File: src/hw/rtl/mlr_pkg.sv
// Shared constants, types and codes of the midpoint line rasterizer.
package mlr_pkg;

    localparam int COORD_BITS  = 12;
    localparam int DIFF_BITS   = COORD_BITS + 1;
    localparam int ACC_BITS    = COORD_BITS + 3;
    localparam int COLOUR_BITS = 24;

    localparam int S_FIELD_BITS = 4 * COORD_BITS + COLOUR_BITS;
    localparam int S_DATA_BITS  = ((S_FIELD_BITS + 7) / 8) * 8;
    localparam int M_FIELD_BITS = 2 * COORD_BITS + COLOUR_BITS;
    localparam int M_DATA_BITS  = ((M_FIELD_BITS + 7) / 8) * 8;

    typedef logic signed [COORD_BITS-1:0] t_coord;
    typedef logic signed [ACC_BITS-1:0]   t_acc;
    typedef logic [COLOUR_BITS-1:0]       t_colour;

    typedef enum logic {
        REQ_START = 1'b0,
        REQ_STEP  = 1'b1
    } t_req;

    typedef enum logic [1:0] {
        OCT_SHALLOW_UP   = 2'd0,
        OCT_SHALLOW_DOWN = 2'd1,
        OCT_STEEP_UP     = 2'd2,
        OCT_STEEP_DOWN   = 2'd3
    } t_octant;

    typedef struct packed {
        logic    active;
        t_coord  cur_x;
        t_coord  cur_y;
        t_coord  stop;
        t_acc    decision;
        t_acc    inc_straight;
        t_acc    inc_diagonal;
        t_octant octant;
    } t_line_state;

endpackage

File: src/hw/rtl/mlr_setup.sv
// Line setup: endpoint ordering, octant choice and initial decision terms.
module mlr_setup import mlr_pkg::*; (
    input  t_coord      i_start_x,
    input  t_coord      i_start_y,
    input  t_coord      i_end_x,
    input  t_coord      i_end_y,
    output t_line_state o_state,
    output logic        o_emit
);

    logic                        swap;
    t_coord                      x0;
    t_coord                      y0;
    t_coord                      x1;
    t_coord                      y1;
    logic signed [DIFF_BITS-1:0] dx;
    logic signed [DIFF_BITS-1:0] dy;
    logic signed [DIFF_BITS-1:0] ady;
    t_acc                        dx_e;
    t_acc                        dy_e;

    always_comb begin
        swap = i_start_x > i_end_x;
        x0   = swap ? i_end_x   : i_start_x;
        y0   = swap ? i_end_y   : i_start_y;
        x1   = swap ? i_start_x : i_end_x;
        y1   = swap ? i_start_y : i_end_y;
        dx   = DIFF_BITS'(x1) - DIFF_BITS'(x0);
        dy   = DIFF_BITS'(y1) - DIFF_BITS'(y0);
        ady  = dy[DIFF_BITS-1] ? -dy : dy;
        dx_e = ACC_BITS'(dx);
        dy_e = ACC_BITS'(dy);

        o_emit          = (dx != '0) || (dy != '0);
        o_state         = '0;
        o_state.active  = o_emit;
        o_state.cur_x   = x0;
        o_state.cur_y   = y0;

        if (ady <= dx) begin
            o_state.stop         = x1;
            o_state.inc_straight = dy_e <<< 1;
            if (!dy[DIFF_BITS-1]) begin
                o_state.octant       = OCT_SHALLOW_UP;
                o_state.decision     = (dy_e <<< 1) - dx_e;
                o_state.inc_diagonal = (dy_e - dx_e) <<< 1;
            end else begin
                o_state.octant       = OCT_SHALLOW_DOWN;
                o_state.decision     = (dy_e <<< 1) + dx_e;
                o_state.inc_diagonal = (dy_e + dx_e) <<< 1;
            end
        end else begin
            o_state.stop = y1;
            if (!dy[DIFF_BITS-1]) begin
                o_state.octant       = OCT_STEEP_UP;
                o_state.decision     = dy_e - (dx_e <<< 1);
                o_state.inc_straight = -(dx_e <<< 1);
                o_state.inc_diagonal = (dy_e - dx_e) <<< 1;
            end else begin
                o_state.octant       = OCT_STEEP_DOWN;
                o_state.decision     = dy_e + (dx_e <<< 1);
                o_state.inc_straight = dx_e <<< 1;
                o_state.inc_diagonal = (dy_e + dx_e) <<< 1;
            end
        end
    end

endmodule

File: src/hw/rtl/mlr_step.sv
// One midpoint step: next pixel, decision update and end-of-line test.
module mlr_step import mlr_pkg::*; (
    input  t_line_state i_state,
    output t_line_state o_state,
    output logic        o_done
);

    logic   dec_neg;
    logic   dec_zero;
    logic   diag;
    t_coord x_inc;
    t_coord y_inc;
    t_coord y_dec;

    always_comb begin
        dec_neg  = i_state.decision[ACC_BITS-1];
        dec_zero = (i_state.decision == '0);
        x_inc    = i_state.cur_x + COORD_BITS'(1);
        y_inc    = i_state.cur_y + COORD_BITS'(1);
        y_dec    = i_state.cur_y - COORD_BITS'(1);
        o_state  = i_state;
        o_done   = 1'b0;
        diag     = 1'b0;

        case (i_state.octant)
            OCT_SHALLOW_UP: begin
                diag          = !dec_neg && !dec_zero;
                o_state.cur_x = x_inc;
                o_state.cur_y = diag ? y_inc : i_state.cur_y;
                o_done        = (x_inc == i_state.stop);
            end
            OCT_SHALLOW_DOWN: begin
                diag          = dec_neg || dec_zero;
                o_state.cur_x = x_inc;
                o_state.cur_y = diag ? y_dec : i_state.cur_y;
                o_done        = (x_inc == i_state.stop);
            end
            OCT_STEEP_UP: begin
                diag          = dec_neg;
                o_state.cur_x = diag ? x_inc : i_state.cur_x;
                o_state.cur_y = y_inc;
                o_done        = (y_inc == i_state.stop);
            end
            OCT_STEEP_DOWN: begin
                diag          = !dec_neg && !dec_zero;
                o_state.cur_x = diag ? x_inc : i_state.cur_x;
                o_state.cur_y = y_dec;
                o_done        = (y_dec == i_state.stop);
            end
            default: begin
                o_done = 1'b0;
            end
        endcase

        o_state.decision = i_state.decision
                         + (diag ? i_state.inc_diagonal : i_state.inc_straight);
        o_state.active   = !o_done;
    end

endmodule

File: src/hw/rtl/midpoint_line_rasterizer_core.sv
// Top level of the midpoint line rasterizer: beat registers, line state and output stage.
//
// The slave channel takes one request per beat. A start beat (tuser low) carries both
// endpoints and a colour; it emits the first pixel of the line, or nothing for a line
// whose endpoints coincide. A step beat (tuser high) emits the next pixel of the active
// line, with tlast on the end point; a step without an active line emits nothing, and
// a start beat abandons any line still in progress.
// Each accepted beat lands in an input register; the setup or step logic runs on it and,
// once the output stage advances, its pixel is written to the output register that drives
// the master channel. Throughput is one request per clock while the master side does not
// stall, bounded by the registered update of the decision value and the current point.
// When the master side stalls, the output register holds its pixel and the input
// register holds one more request; the slave side then deasserts tready until the
// pixel is taken.
// Reset clears the valid flags of both register stages and drops any active line.
module midpoint_line_rasterizer_core import mlr_pkg::*; (
    input  logic                   i_clk,
    input  logic                   i_rst_n,
    input  logic                   s_axis_tvalid,
    output logic                   s_axis_tready,
    // start_x, start_y, end_x, end_y, colour
    input  logic [S_DATA_BITS-1:0] s_axis_tdata,
    // req_type
    input  logic                   s_axis_tuser,
    output logic                   m_axis_tvalid,
    input  logic                   m_axis_tready,
    // pixel_x, pixel_y, pixel_colour
    output logic [M_DATA_BITS-1:0] m_axis_tdata,
    output logic                   m_axis_tlast
);

    logic        r_in_valid;
    t_req        r_in_req;
    t_coord      r_in_start_x;
    t_coord      r_in_start_y;
    t_coord      r_in_end_x;
    t_coord      r_in_end_y;
    t_colour     r_in_colour;

    t_line_state r_state;
    t_line_state n_state;
    t_colour     r_colour;
    t_colour     n_colour;

    logic        r_out_valid;
    logic        n_out_valid;
    t_coord      r_out_x;
    t_coord      n_out_x;
    t_coord      r_out_y;
    t_coord      n_out_y;
    t_colour     r_out_colour;
    t_colour     n_out_colour;
    logic        r_out_last;
    logic        n_out_last;

    logic        advance;
    logic        s_accept;
    t_line_state setup_state;
    logic        setup_emit;
    t_line_state step_state;
    logic        step_done;

    assign advance       = !r_out_valid || m_axis_tready;
    assign s_axis_tready = !r_in_valid || advance;
    assign s_accept      = s_axis_tvalid && s_axis_tready;

    mlr_setup u_setup (
        .i_start_x (r_in_start_x),
        .i_start_y (r_in_start_y),
        .i_end_x   (r_in_end_x),
        .i_end_y   (r_in_end_y),
        .o_state   (setup_state),
        .o_emit    (setup_emit)
    );

    mlr_step u_step (
        .i_state (r_state),
        .o_state (step_state),
        .o_done  (step_done)
    );

    always_comb begin
        n_state      = r_state;
        n_colour     = r_colour;
        n_out_valid  = 1'b0;
        n_out_x      = r_out_x;
        n_out_y      = r_out_y;
        n_out_colour = r_out_colour;
        n_out_last   = r_out_last;
        if (r_in_valid) begin
            case (r_in_req)
                REQ_START: begin
                    n_state      = setup_state;
                    n_colour     = r_in_colour;
                    n_out_valid  = setup_emit;
                    n_out_x      = setup_state.cur_x;
                    n_out_y      = setup_state.cur_y;
                    n_out_colour = r_in_colour;
                    n_out_last   = 1'b0;
                end
                REQ_STEP: begin
                    if (r_state.active) begin
                        n_state      = step_state;
                        n_out_valid  = 1'b1;
                        n_out_x      = step_state.cur_x;
                        n_out_y      = step_state.cur_y;
                        n_out_colour = r_colour;
                        n_out_last   = step_done;
                    end
                end
                default: begin
                    n_out_valid = 1'b0;
                end
            endcase
        end
    end

    always_ff @(posedge i_clk) begin
        if (!i_rst_n) begin
            r_in_valid <= 1'b0;
        end else if (s_axis_tready) begin
            r_in_valid <= s_axis_tvalid;
        end
    end

    always_ff @(posedge i_clk) begin
        if (s_accept) begin
            r_in_req     <= t_req'(s_axis_tuser);
            r_in_start_x <= s_axis_tdata[0*COORD_BITS +: COORD_BITS];
            r_in_start_y <= s_axis_tdata[1*COORD_BITS +: COORD_BITS];
            r_in_end_x   <= s_axis_tdata[2*COORD_BITS +: COORD_BITS];
            r_in_end_y   <= s_axis_tdata[3*COORD_BITS +: COORD_BITS];
            r_in_colour  <= s_axis_tdata[4*COORD_BITS +: COLOUR_BITS];
        end
    end

    always_ff @(posedge i_clk) begin
        if (!i_rst_n) begin
            r_state     <= '0;
            r_colour    <= '0;
            r_out_valid <= 1'b0;
        end else if (advance) begin
            r_state     <= n_state;
            r_colour    <= n_colour;
            r_out_valid <= n_out_valid;
        end
    end

    always_ff @(posedge i_clk) begin
        if (advance) begin
            r_out_x      <= n_out_x;
            r_out_y      <= n_out_y;
            r_out_colour <= n_out_colour;
            r_out_last   <= n_out_last;
        end
    end

    assign m_axis_tvalid = r_out_valid;
    assign m_axis_tdata  = M_DATA_BITS'({r_out_colour, r_out_y, r_out_x});
    assign m_axis_tlast  = r_out_last;

endmodule

File: config.mk
export PLATFORM = sky130hd
export DESIGN_NAME = midpoint_line_rasterizer_core
export DESIGN_NICKNAME = d
export VERILOG_FILES = /design/src/hw/rtl/mlr_pkg.sv /design/src/hw/rtl/mlr_setup.sv /design/src/hw/rtl/mlr_step.sv /design/src/hw/rtl/midpoint_line_rasterizer_core.sv
export SDC_FILE = /design/constraint.sdc
export NUM_CORES = 1
export LEC_CHECK = 0
export ABC_AREA = 1
export BUFFER_PORTS_ARGS = -buffer_cell sky130_fd_sc_hd__clkbuf_2
export CORE_UTILIZATION = 30
export CTS_BUF_LIST = sky130_fd_sc_hd__clkbuf_8
export CTS_CLUSTER_DIAMETER = 50
export DETAILED_ROUTE_END_ITERATION = 8
export MAX_ROUTING_LAYER = met4
export SETUP_SLACK_MARGIN = 0.05
export SYNTH_ARGS = -nofsm -noshare
export SYNTH_HDL_FRONTEND = slang
export SYNTH_HIERARCHICAL = 1
export SYNTH_SLANG_ARGS = --single-unit
File: constraint.sdc
create_clock -name i_clk -period 16.33 [get_ports i_clk]
set_input_delay 0 -clock i_clk [delete_from_list [all_inputs] [get_ports i_clk]]
set_output_delay 0 -clock i_clk [all_outputs]
set_load 0.03 [all_outputs]
* Word-level counts from Yosys, hierarchy flattened
Cells that the tools add are included.
** Cells by class
- Reduce and logical (&&, ||, !) cells :: 20
- Equal/unequal tests :: 7
- $add $sub $neg :: 14
- Bitwise operators :: 1
- Magnitude comparators :: 2
- Muxes and demuxes :: 30
** Operators with widths (number)
- 84-bit one-hot mux with 2 select lines :: 1
- 12-bit 2-to-1 mux :: 10
- 24-bit one-hot mux with 4 select lines :: 1
- 84-bit 2-to-1 mux :: 1
- 59-bit 2-to-1 mux :: 1
- 12-bit one-hot mux with 2 select lines :: 2
- 24-bit one-hot mux with 2 select lines :: 1
- 47-bit 2-to-1 mux :: 1
- 12-bit == test :: 3
- 15-bit 2-to-1 mux :: 2
- 13-bit nonzero test :: 2
- 12-bit by 12-bit subtractor with 13-bit output :: 2
- 12-bit by 2-bit adder with 12-bit output, second input constant :: 2
- 24-bit 2-to-1 mux :: 1
- 17-bit 2-to-1 mux :: 1
- 13-bit by 14-bit adder with 15-bit output :: 1
- 14-bit by 13-bit adder with 15-bit output :: 1
- 15-bit adder :: 1
- 15-bit zero test :: 1
- 14-bit negator with 15-bit output :: 1
- 13-bit by 14-bit subtractor with 15-bit output :: 1
- 14-bit by 13-bit subtractor with 15-bit output :: 1
- 13-bit by 13-bit adder with 14-bit output :: 1
- 13-bit by 13-bit subtractor with 14-bit output :: 1
- 19 further kinds :: 34
** Word-level totals
- Logic and storage cells :: 95
- Output and inout port bits :: 51
- Register bits after elaboration :: 232

* Longest topological paths before layout
- Depth after elaboration :: 8
- Mapped depth :: 57
- Depth with buffers taken out :: 55

* Modules after synthesis
The synthesis kept the hierarchy.
** By module, submodules not included
- midpoint_line_rasterizer_core :: area each 9989.6 um^2, instances 1, sequential area each 5865.6 um^2, cells an instance 1255
- mlr_setup :: area each 6070.8 um^2, instances 1, sequential area each 0.0 um^2, cells an instance 1109
- mlr_step :: area each 3254.4 um^2, instances 1, sequential area each 0.0 um^2, cells an instance 613

* Least setup slack after synthesis
Ideal clock, no wire load.
- Kind :: register -> register
- Start point :: register r_in_start_x[11]
- End point :: register r_state[46] (netlist name)
- Path buffers :: 2
- Path slack :: 10913 ps
- Stages on the path, launching flop included :: 55
- Required time :: 16217 ps
- Arrival :: 5304 ps
- Cells stage by stage :: edfxtp_1 > ha_1 > nand2_2 > inv_2 > nand2_2 > nor2_2 > nand2_1 > nand3_1 > nand2_1 > nand3_4 > inv_2 > o21ai_0 > nand2_1 > ha_1 > inv_1 > nand2_1 > nand2_1 > nand3_2 > [... 19 more ...] > o21bai_1 > nand3_1 > nand2_1 > a21oi_1 > inv_1 > a21oi_1 > inv_1 > nand3_2 > nand2_1 > nand2_1 > nand2_1 > nand2_1 > nand3_1 > nand2_1 > nand2_1 > nand2_1 > nor2_1 > nor2_1
** RTL lines
- start, declared :: line midpoint_line_rasterizer_core.sv:34 : t_coord r_in_start_x;
- start signal, assigned :: line midpoint_line_rasterizer_core.sv:129 : r_in_start_x <= s_axis_tdata[0*COORD_BITS +: COORD_BITS];
- end signal, assigned :: line midpoint_line_rasterizer_core.sv:143 : r_state <= n_state;
- end, declared :: line midpoint_line_rasterizer_core.sv:40 : t_line_state r_state;

==> results.py <==
metrics = {
    "status": {
        "status": "finished, final reports clean",
    },
    "synth": {
        "yosysSeqAreaShare_pct": 30.4,
        "synth_cells": 2977,
        "synth_edf_count": 122,
        "ys.flop_type": "edfxtp_1",
        "syn_avg_cell_area_sq_um": 6.49,
        "synth_top_area_share_pct": 19.0,
        "synth_cell_types": 52,
        "yosys_warnings": 6,
        "syn_area_sq_um": 19300,
        "async_reset_ff_share_pct": 0,
        "ys_seq_elements": 232,
        "synth.most_common_cell": "nand2_1",
        "synth_top_cell_by_area": "edfxtp_1",
        "synth_commonest_cells": "882 x nand2_1, 481 x inv_1, 305 x nor2_1",
        "ys_top_cells_by_area": "edfxtp_1 19%, nand2_1 17%, dfxtp_1 11%",
    },
    "floorplanning": {
        "die_y_microns": 256,
        "dieArea_sq_um": 65400,
        "io_pins": 128,
        "rows": 92,
        "fp.dieW_microns": 256,
        "initial_utilization_pct": 30.5,
        "core_area_sq_um": 63300,
    },
    "setup_path": {
        "r2r_end": "r_state[38]",
        "worstSetupEndpointType": "flop",
        "start_kind": "flop",
        "worstPathRequired_ps": 16900,
        "r2r_cells": 40,
        "cp_slowest_cell": "nand3_4",
        "critPathKind": "reg -> reg",
        "crit_arrival_ps": 8280,
        "worstPathMaxFanout": 61,
        "cpMostUsedCell": "nand2_1",
        "critPathMaxStageDelay_ps": 730,
        "timing.rr.start": "r_in_start_x[11]",
        "cp_num_buf_inv": 8,
        "ff2ff_setup_slack_ps": 8620,
        "crit_family": "simple AND/OR/NAND/NOR gates",
    },
    "timing": {
        "max_freq_ghz": 0.130,
        "period_needed_ps": 7710,
        "max_slew_margin_pct": 23.5,
        "setup_viol": 0,
        "slew_violations": 0,
        "skew_ps": 51.3,
        "tns_ps": 0,
        "rsz0062_at_grt": "no",
        "finalCritPeriodShare_pct": 47.2,
        "worst_slew_pin_slew_ps": 1150,
        "finalHoldViolCount": 0,
    },
    "hold_path": {
        "hold_end": "r_in_end_y[0]",
        "hold_class": "in -> reg",
        "hold_start": "s_axis_tdata[36]",
        "hold_path_depth": 2,
    },
    "clock_network": {
        "cts.htree.levels": 2,
        "numCtsBuffers": 44,
        "clk_transition_reported_paths_ps": 60,
        "root_buffer": "clkbuf_8",
        "clock-sinks": 232,
        "cts_buffer_depth": 3,
        "insertion_delay_ps": 630,
        "cts_tree": "built",
    },
    "placement": {
        "placed_cell_area_sq_um": 20200,
        "place_congestion": 0.926,
        "io_buffers": 127,
        "dp_hpwl_mm": 42.3,
    },
    "grt": {
        "grt_usage_pct": 17.9,
        "grt_max_degree": 87,
        "grt_first_pass_wirelength_mm": 92.6,
        "grt_overflow_total": 0,
        "grt_pass1_vias": 17000,
        "antenna_found_initial": 2,
    },
    "drt": {
        "first_pass_iters": 5,
        "via_count": 18400,
        "wire_per_inst_microns": 14.5,
        "drtIter0Drc": 1636,
        "postRouteAntennaNets": 0,
        "remaining_drc_errors": 0,
        "via_per_inst": 4.63,
        "wl_mm": 57.6,
    },
    "layout": {
        "layout-drive-gt1-share_pct": 8.63,
        "num-fill-cells": 6939,
        "utilization_pct": 34.5,
        "synthToLayoutAreaGrowth_pct": 12.9,
        "num-nets-final": 3280,
        "final_cell_area_sq_um": 21800,
    },
    "power": {
        "p_leak_nw": 11.2,
        "total_power_mw": 2.58,
        "power_density_nw_per_um2": 118,
        "ir_drop_v": 0.0000776,
    },
    "run": {
        "max-cap-violations": 0,
    },
}
==> routing by layer <==
metal / global-route usage, % / routed length, microns / up-vias
met5: - / 0 / -
met4: 5.46 / 1420 / 0
met3: 2.32 / 3360 / 72
met2: 26.2 / 24400 / 497
met1: 25.5 / 28400 / 8232
li1: - / - / 9572
==> how the worst max path moves through the flow <==
stage                     start     endpoint  slack, ps  cells after the start
4_1_cts          r_in_end_x[11]  r_state[46]       8680                     49
2_1_floorplan  r_in_start_x[11]  r_state[46]      10910                     54
5_1_grt          r_in_end_x[11]  r_state[46]       7560                     51
3_5_place_dp    r_in_start_x[9]  r_state[46]       8720                     48
3_3_place_gp   r_in_start_x[11]  r_state[46]       8800                     48
6_report       r_in_start_x[11]  r_state[38]       8620                     40
==> power by group <==
part	internal, mW	switching [mW]	leakage (nW)
Clock	0.280	0.267	0.495
Combinational	0.459	0.894	8.68
Sequential	0.654	0.0286	2.07
Total	1.39	1.19	11.2
==> sequential cells by signal (all words and copies together) (netlist names), 12 cells and up <==
register	count
r_in_end_y	12
r_out_colour	24
r_in_start_y	12
r_out_y	12
r_out_x	12
r_state	84
r_in_colour	24
r_in_end_x	12
r_colour	24
r_in_start_x	12
==> final cells by class <==
| type | count | area (sq um) | area share (%) |
|---|---|---|---|
| clock buffer | 46 | 633 | 2.90 |
| clock inverter | 34 | 190 | 0.872 |
| sequential | 232 | 5870 | 26.9 |
| inverter | 488 | 1830 | 8.41 |
| tap | 846 | 1060 | 4.85 |
| antenna | 2 | 5.00 | 0.0229 |
| multi-input combinational | 2098 | 10700 | 49.0 |
| timing repair buffer | 220 | 1530 | 7.02 |
==> stage by stage <==
| stage | setup slack (ps) | cells | hold WS [ps] |
|---|---|---|---|
| final | 8620 | 3966 | 88.3 |
| after global routing | 7560 | 3966 | 73.1 |
| after CTS | 8680 | 3964 | 33.8 |
| after detailed placement | 8720 | 3806 | 179 |
| after global placement | 8800 | 3806 | 177 |
| after floorplan | 10910 | 2978 | 98.9 |
==> worst register-to-register path: cells and delay by family (launching register included) <==
family	cells	cell delay (ps)
and+or+nand+nor	21	2930
buffers and inverters	8	1930
AOI/OAI and AO/OA	8	1460
adders and majority gates	3	950
DFF	1	390
==> kinds of logic (layout without fill, tap and decap cells) <==
kind of cell               Yosys count  in the layout  synth area share (%)
other                                1              4                0.0194
muxes                               15             15                 0.862
AOI/OAI and AO/OA                  357            357                  10.2
adders and majority gates          119            119                  7.94
xor gates and xnor gates            66             66                  3.23
and+or+nand+nor                   1539           1539                  33.0
buffers and inverters              648            788                  14.3
DFF                                232            232                  30.4
==> repair_timing <==
action	in CTS	in global routing
hold buffers	78	0
gates resized for setup	0	0
hold endpoints to repair	106	0
buffers inserted	0	0
==> layout by cell type (no fill, tap or decap), types with 8 or more instances in the layout <==
cell	netlist	layout
a21oi_1	115	115
buf_4	61	16
clkbuf_2	0	126
clkbuf_8	0	46
clkinv_2	1	9
dfxtp_1	110	109
dlygate4sd3_1	0	78
edfxtp_1	122	122
ha_1	113	113
inv_1	481	497
mux2_2	13	13
nand2_1	882	882
nand2_2	11	11
nand3_1	258	258
nand4_1	32	32
nor2_1	305	305
nor2_2	9	9
nor3_1	12	12
o21ai_0	154	154
o21ai_1	17	17
o21bai_1	14	14
o31ai_1	16	16
or2_2	9	9
xnor2_1	8	8
xor2_1	52	52
Note: power is estimated with default switching activity, not from simulation.
